--- src/rtl/assert_macros.svh ---
// ----------------------------------------------------------------------------
// Assertion macros
// Shared concurrent assertion forms used by the decimal fixed-point ALU.
// ----------------------------------------------------------------------------
`ifndef ASSERT_MACROS_SVH
`define ASSERT_MACROS_SVH

// Same-cycle implication, disabled during reset
`define ASSERT_IMPLIES(label, clk, rst, ante, cons) \
   label: assert property (@(posedge clk) disable iff (rst) (ante) |-> (cons)) \
      else $error("assertion failed: implication");

// Implication with a fixed delay, disabled during reset
`define ASSERT_DELAYED(label, clk, rst, ante, n, cons) \
   label: assert property (@(posedge clk) disable iff (rst) (ante) |-> ##n (cons)) \
      else $error("assertion failed: delayed implication");

`endif

--- src/rtl/dfpa_pkg.sv ---
// ----------------------------------------------------------------------------
// dfpa_pkg
// Types, widths and constants of the decimal fixed-point ALU.
// ----------------------------------------------------------------------------
`default_nettype none

package dfpa_pkg;

   // operand and result field widths
   localparam int INT_W   = 32;
   localparam int FRAC_W  = 14;
   localparam int SCALE   = 10000;

   // constant divider: numerator width, quotient width, reciprocal
   localparam int DIV_W       = 33;
   localparam int QUO_W       = 20;
   localparam int RECIP_W     = 20;
   localparam int RECIP_SHIFT = 33;
   localparam logic [RECIP_W-1:0] RECIP = RECIP_W'((64'd1 << RECIP_SHIFT) / SCALE);

   // bias that makes a signed integer part non-negative, a multiple of SCALE
   localparam longint BIAS_Q = ((longint'(1) << (INT_W - 1)) / SCALE) + 1;
   localparam longint BIAS   = BIAS_Q * SCALE;

   // internal datapath widths
   localparam int FS_W    = 16;           // fraction sum/difference, signed
   localparam int SPLIT_W = INT_W + 2;    // exact add/sub integer part
   localparam int AQ_W    = 21;           // floor(int/SCALE), signed
   localparam int Y_W     = 29;           // low-order partial sum of a product
   localparam int MS_W    = 37;           // cross-term sum, signed
   localparam int PROD_W  = 2 * INT_W;    // exact product integer part

   // register stages from accepted word to result strobe
   localparam int PIPE_DEPTH = 7;

   typedef enum logic [1:0] {
      OP_ADD,
      OP_SUB,
      OP_MUL,
      OP_CMP
   } op_type;

   typedef enum logic [1:0] {
      ORD_LESS,
      ORD_EQUAL,
      ORD_GREATER
   } order_type;

   // exact add/sub result split into integer part and fraction
   typedef struct packed {
      logic signed [SPLIT_W-1:0] int_val;
      logic        [FRAC_W-1:0]  frac;
   } split_type;

endpackage

`default_nettype wire

--- src/rtl/dfpa_addsub.sv ---
// ----------------------------------------------------------------------------
// dfpa_addsub
// Add/subtract front end: integer and fraction parts are combined
// separately, then the fraction carry or borrow is folded into the integer.
// Compare uses the difference. Two register stages.
// ----------------------------------------------------------------------------
`default_nettype none

module dfpa_addsub (
   input  logic                                clock,
   input  dfpa_pkg::op_type                    op,
   input  logic signed [dfpa_pkg::INT_W-1:0]   a_int,
   input  logic        [dfpa_pkg::FRAC_W-1:0]  a_frac,
   input  logic signed [dfpa_pkg::INT_W-1:0]   b_int,
   input  logic        [dfpa_pkg::FRAC_W-1:0]  b_frac,
   output dfpa_pkg::split_type                 split
);
   import dfpa_pkg::*;

   logic signed [INT_W:0]  is_in, is_ff;
   logic signed [FS_W-1:0] fs_in, fs_ff;
   logic signed [2:0]      carry;
   logic signed [FS_W-1:0] fix;
   logic signed [FS_W-1:0] frac_full;
   split_type              split_in, split_ff;

   // stage 1: integer and fraction sums (difference for sub and compare)
   always_comb begin
      if (op == OP_ADD) begin
         is_in = {a_int[INT_W-1], a_int} + {b_int[INT_W-1], b_int};
         fs_in = {2'b00, a_frac} + {2'b00, b_frac};
      end else begin
         is_in = {a_int[INT_W-1], a_int} - {b_int[INT_W-1], b_int};
         fs_in = {2'b00, a_frac} - {2'b00, b_frac};
      end
   end

   // stage 2: floor(fraction / SCALE) is small, pick it by compares
   always_comb begin
      if (fs_ff >= $signed(FS_W'(3 * SCALE))) begin
         carry = 3'sd3;
      end else if (fs_ff >= $signed(FS_W'(2 * SCALE))) begin
         carry = 3'sd2;
      end else if (fs_ff >= $signed(FS_W'(SCALE))) begin
         carry = 3'sd1;
      end else if (fs_ff >= $signed(FS_W'(0))) begin
         carry = 3'sd0;
      end else if (fs_ff >= $signed(FS_W'(-SCALE))) begin
         carry = -3'sd1;
      end else begin
         carry = -3'sd2;
      end
      fix              = FS_W'(carry * SCALE);
      frac_full        = fs_ff - fix;
      split_in.frac    = frac_full[FRAC_W-1:0];
      split_in.int_val = {is_ff[INT_W], is_ff} + {{(INT_W-1){carry[2]}}, carry};
   end

   always_ff @(posedge clock) begin
      is_ff    <= is_in;
      fs_ff    <= fs_in;
      split_ff <= split_in;
   end

   assign split = split_ff;

endmodule

`default_nettype wire

--- config.mk ---
export PLATFORM = sky130hd
export DESIGN_NAME = dfpa_addsub
export DESIGN_NICKNAME = d
export VERILOG_FILES = /design/src/rtl/assert_macros.svh /design/src/rtl/dfpa_pkg.sv /design/src/rtl/dfpa_addsub.sv
export SDC_FILE = /design/constraint.sdc
export NUM_CORES = 1
export LEC_CHECK = 0
export ABC_AREA = 1
export BUFFER_PORTS_ARGS = -buffer_cell sky130_fd_sc_hd__buf_4
export CORE_ASPECT_RATIO = 1.75
export CORE_MARGIN = 4
export CORE_UTILIZATION = 45
export DETAILED_ROUTE_END_ITERATION = 7
export MAX_ROUTING_LAYER = met4
export PLACE_DENSITY = 0.68
export SYNTH_ARGS = -nofsm -noshare
export SYNTH_HDL_FRONTEND = slang
export SYNTH_SLANG_ARGS = --single-unit
--- constraint.sdc ---
create_clock -name clock -period 5.15 [get_ports clock]
set_clock_uncertainty 0.2 [all_clocks]
set_input_delay 1.545 -clock clock [delete_from_list [all_inputs] [get_ports clock]]
set_output_delay 1.545 -clock clock [all_outputs]
set_load 0.005 [all_outputs]
=== Yosys cells after proc, flatten, opt, wreduce, memory -nomap -nowiden ===
Index checks and enable logic that the tools add are counted.

* Add/sub/neg operators: 6
* Multiply operators: 1
* Order comparisons: 5
* Mux-type cells: 7
* Reduce and logical (&&, ||, !) cells: 1

{| class="wikitable"
|+ Operators by type and width
! kind !! count
|-
| $add 33x3->34 || 1
|-
| $add 32x32->33 || 1
|-
| $mux 33 || 1
|-
| $sub 32x32->33 || 1
|-
| $ge 16x15->1 const B || 2
|-
| $ge 16x16->1 const B || 2
|-
| $ge 16x1->1 const B || 1
|-
| $mux 16 || 1
|-
| $add 14x14->15 || 1
|-
| $sub 14x14->15 || 1
|-
| $sub 14x14->14 || 1
|-
| $mux 3 || 4
|-
| $mul 3x11->10 const B || 1
|-
| $logic_not 2->1 || 1
|-
| $mux 1 || 1
|}

* Flip-flop bits (word level): 97
* Input port bits: 95
* Output and inout bits: 48
* Word-level logic and storage cells: 24

=== Depth between registers and ports, before layout ===
* Word-level depth: 8
* Gate-level depth with buffers: 22
* Depth with buffers taken out: 22

=== Worst setup path after synthesis ===
OpenSTA, ideal clock, no wires.

* Kind: register to register
* Start: register fs_ff[12]
* End: register split_ff, in the netlist split[12]
* Library setup time: 112 ps
* Arrival time: 3689 ps
* Data required time: 4838 ps
* Slack: 1149 ps
* Cell stages (with the launch flop): 21
* Buffers on the path: 0
* Period minus slack after synthesis: 4001 ps
* Path through: dfxtp_1 -> or2_1 -> a21oi_1 -> nand2_1 -> nor2_2 -> inv_2 -> nand2_2 -> nand2_1 -> o21ai_1 -> fa_1 -> ha_1 -> ha_1 -> fa_1 -> inv_1 -> ha_1 -> nand2_1 -> inv_1 -> a221oi_1 -> nand2_1 -> nand2_1 -> nand2_1

* Word-level cells in the longest chain between the ends: 8
* Elaborated cells on any way between the ends: 12
* Those cells by class: add/sub (1); mul (1); order compare (5); mux (5)

{| class="wikitable"
|+ Ends and longest elaborated chain
! what !! RTL line !! source
|-
| start, declared || dfpa_addsub.sv:21 || <nowiki>logic signed [FS_W-1:0] fs_in, fs_ff;</nowiki>
|-
| start signal, assigned || dfpa_addsub.sv:61 || <nowiki>fs_ff <= fs_in;</nowiki>
|-
| $ge 16x15->1 || dfpa_addsub.sv:48 || <nowiki>end else if (fs_ff >= $signed(FS_W'(-SCALE))) begin</nowiki>
|-
| $mux 1 || dfpa_addsub.sv:48 ||
|-
| $mux 3 || dfpa_addsub.sv:46 || <nowiki>end else if (fs_ff >= $signed(FS_W'(0))) begin</nowiki>
|-
| $mux 3 || dfpa_addsub.sv:44 || <nowiki>end else if (fs_ff >= $signed(FS_W'(SCALE))) begin</nowiki>
|-
| $mux 3 || dfpa_addsub.sv:42 || <nowiki>end else if (fs_ff >= $signed(FS_W'(2 * SCALE))) begin</nowiki>
|-
| $mux 3 || dfpa_addsub.sv:40 || <nowiki>if (fs_ff >= $signed(FS_W'(3 * SCALE))) begin</nowiki>
|-
| $mul 3x11->10 || dfpa_addsub.sv:53 || <nowiki>fix = FS_W'(carry * SCALE);</nowiki>
|-
| $sub 14x14->14 * || dfpa_addsub.sv:54 || <nowiki>frac_full = fs_ff - fix;</nowiki>
|-
| via frac_full[12] || dfpa_addsub.sv:24 || <nowiki>logic signed [FS_W-1:0] frac_full;</nowiki>
|-
| end signal, assigned || dfpa_addsub.sv:62 || <nowiki>split_ff <= split_in;</nowiki>
|-
| end, declared || dfpa_addsub.sv:25 || <nowiki>split_type split_in, split_ff;</nowiki>
|}

The timed path passes the listed nets; every way through them passes the cells marked *.

=== Worst setup path in the final report ===
Same ends and word-level chain as after synthesis.

==> summary.md <==
| Metric | Value |
|---|---|
| Core area | `21500 sq um` |
| Worst-Skew Late Latency | `0.37 ns` |
| Drt first pass iters | `5` |
| Register area share after synthesis | `roughly a fifth` |
| Avg Inst Size Synth | `6.12 sq um` |
| Synth unique cells | `40` |
| RR Startpoint | `fs_ff[12]$_DFF_P_` |
| Post-synthesis cell area | `9810 sq um` |
| Primary FF master, synth | `dfxtp_1` |
| Setup repair bufs after CTS | `0` |
| H-tree Lvls | `3` |
| Vias | `around 10000` |
| CP Launch Type | `register` |
| Die Height | `approximately 200 um` |
| Slew Limit Fails | `0` |
| Reg clk slew, reported paths | `roughly 0.07 ns` |
| Arrival time worst endpoint | `approximately 4.5 ns` |
| Finished Core Util | `53.6%` |
| Crit end category | `register` |
| Final WL | `about 31000 um` |
| Synthesized Nets | `around 1800` |
| Flop and latch count out of synthesis | `97` |
| DRC errors left | `0` |
| First-pass GRT wire length | `49800 um` |
| Num CTS Buffers | `9` |
| Routed vias/inst | `roughly 5` |
| Hold Vio Cnt, Final | `0` |
| DIE WIDTH | `120 um` |
| Pwr Total | `between 0.004 and 0.005 W` |
| Tmin final | `approximately 4.5 ns` |
| Pin count of the biggest net entering global routing | `35` |
| Die area | `24300 sq um` |
| # setup viols final | `0` |
| Critical path endpoint | `split[12]$_DFF_P_` |
| Max FO, Critical Path | `7` |
| Maximum clock insertion buffer count | `2` |
| Dpl cell area | `11200 sq um` |
| Worst vdd ir | `between 150 and 200 uV` |
| CTS tree | `yes` |
| Initial Util | `between 40% and 50%` |
| Most common cell after layout, fill and taps aside | `nand2_1` |
| Post-synth ARST share | `0%` |
| Worst min path class | `register to register` |
| Leak | `around 6.4 nW` |
| MaxCap Viol Count | `0` |
| Global route total overflow | `0` |
| Fillers | `between 2000 and 2500` |
| Maximum clock rate | `about 220 MHz` |
| Detail Route Antenna Nets | `0` |
| WL/cell | `~15 um` |
| Reg2reg path depth | `20` |
| GPL Wtd Cong | `~1.0` |
| Port bufs | `around 140` |
| Share of layout cells above drive strength 1 | `12.3%` |
| Slew HR | `46.1%` |
| Initial antenna violation count | `0` |
| Fin area | `approximately 12000 sq um` |
| Number of synthesized flops with an enable pin | `0` |
| Most frequent cells in the layout | `496 x nand2_1, 247 x inv_1, 159 x nor2_1` |
| Top Ports | `between 100 and 150` |
| Pwr Density | `~370 nW/um^2` |
| Vias in the first global route | `between 10000 and 15000` |
| Critical path startpoint | `fs_ff[12]$_DFF_P_` |
| Syn-to-layout area delta | `17.4%` |
| R2R Setup Slk | `about 0.7 ns` |
| Hpwl dp | `between 20000 and 30000 um` |
| PostCTS Resize Cnt | `0` |
| Root Buffer | `clkbuf_16` |
| RSZ-0062 raised after global routing | `false` |
| # rows | `71` |
| WS Path Type | `register to register` |
| DR iter-0 viols | `517` |
| Gr usage total | `a little over a quarter` |
| Synthesis warning total | `0` |
| Tcrit/Tclk final | `about 87%` |
| # nets final | `~2000` |
| Hold slack | `approximately 0.13 ns` |
| Diodes inserted | `0` |
| Mapped Cells | `around 1600` |
| Post-route setup TNS | `0 ns` |
| Worst R2R End | `split[12]$_DFF_P_` |
| Hold-fix buffers, CTS | `0` |
| Worst EP required | `between 5 and 6 ns` |
| Status | `finished, final reports clean` |
| Worst slew pin tran | `0.807 ns` |
| Clock sinks | `97` |
kinds of logic after synthesis:
kind of cell	share of synthesized area [%]
and+or+nand+nor	37.2
buffers and inverters	10.1
DFF	19.8
xor gates and xnor gates	6.43
AOI/OAI and AO/OA	10.7
adders and majority gates	15.7
muxes	0.102
cells in the mapped netlist (5+ instances only):
| cell type | number | area (sq um) |
|---|---|---|
| o21ai_0 | 53 | 265 |
| nand2_2 | 24 | 150 |
| fa_1 | 8 | 160 |
| nand2_1 | 496 | 1860 |
| inv_1 | 247 | 927 |
| a21oi_1 | 98 | 490 |
| dfxtp_1 | 97 | 1940 |
| buf_2 | 8 | 40.0 |
| nand4_1 | 29 | 181 |
| nor3_1 | 26 | 130 |
| ha_1 | 110 | 1380 |
| nor2_1 | 160 | 601 |
| o21bai_1 | 13 | 97.6 |
| inv_2 | 5 | 18.8 |
| xor2_1 | 65 | 569 |
| nor2_2 | 7 | 43.8 |
| xnor2_1 | 7 | 61.3 |
| a21o_1 | 6 | 45.0 |
| nand3_1 | 103 | 515 |
critical path: stages, from the launching register on:
cell	delay, ns
dfxtp_1	0.37
or2_1	0.27
a21oi_1	0.13
nand2_1	0.07
nor2_2	0.19
inv_2	0.14
nand2_2	0.10
nand2_1	0.06
o21ai_1	0.32
fa_1	0.53
ha_1	0.21
ha_1	0.20
fa_1	0.49
inv_1	0.04
ha_1	0.33
nand2_1	0.09
inv_1	0.05
a221oi_1	0.34
nand2_1	0.09
nand2_1	0.08
nand2_1	0.04
power breakdown:
| group | internal, W | switching [W] | total, W |
|---|---|---|---|
| sequential | 0.00105 | 0.000104 | 0.00116 |
| clock | 0.000353 | 0.000338 | 0.000691 |
| combinational | 0.000982 | 0.00147 | 0.00246 |
worst min-delay path by stage:
stage,to,depth (start not counted),startpoint
3_3_place_gp,split[2]$_DFF_P_,0,fs_ff[2]$_DFF_P_
3_5_place_dp,split[2]$_DFF_P_,0,fs_ff[2]$_DFF_P_
5_1_grt,split[0]$_DFF_P_,0,fs_ff[0]$_DFF_P_
2_1_floorplan,split[0]$_DFF_P_,0,fs_ff[0]$_DFF_P_
6_report,split[0]$_DFF_P_,0,fs_ff[0]$_DFF_P_
4_1_cts,split[2]$_DFF_P_,0,fs_ff[2]$_DFF_P_
metal layers:
metal	up-vias	global-route usage [%]	wire length (um)
met3	97	2.58	895
met5	-	-	0
met2	260	51.6	17300
li1	5391	-	-
met1	4632	24.5	11000
met4	0	15.9	2040
per-stage QoR:
| stage | setup slack, ns | cells |
|---|---|---|
| global placement | 0.644 | 2031 |
| CTS | 0.690 | 2047 |
| global route | 0.344 | 2047 |
| detailed placement | 0.629 | 2031 |
| finish | 0.694 | 2047 |
| floorplan | 1.15 | 1603 |
area by class of cell:
cell class	instances	area [sq um]	share of cell area (%)
Clock inverter	6	56.3	0.489
Clock buffer	10	239	2.07
Timing Repair Buffer	146	1100	9.51
Multi-Input combinational cell	1244	6880	59.7
Inverter	252	946	8.21
Sequential cell	97	1940	16.9
Tap cell	292	365	3.17
flip-flops by register name, indices dropped and copies added (netlist names):
register and flops:
fs_ff 16, is_ff 33, split 48
Note: power is estimated with default switching activity, not from simulation.
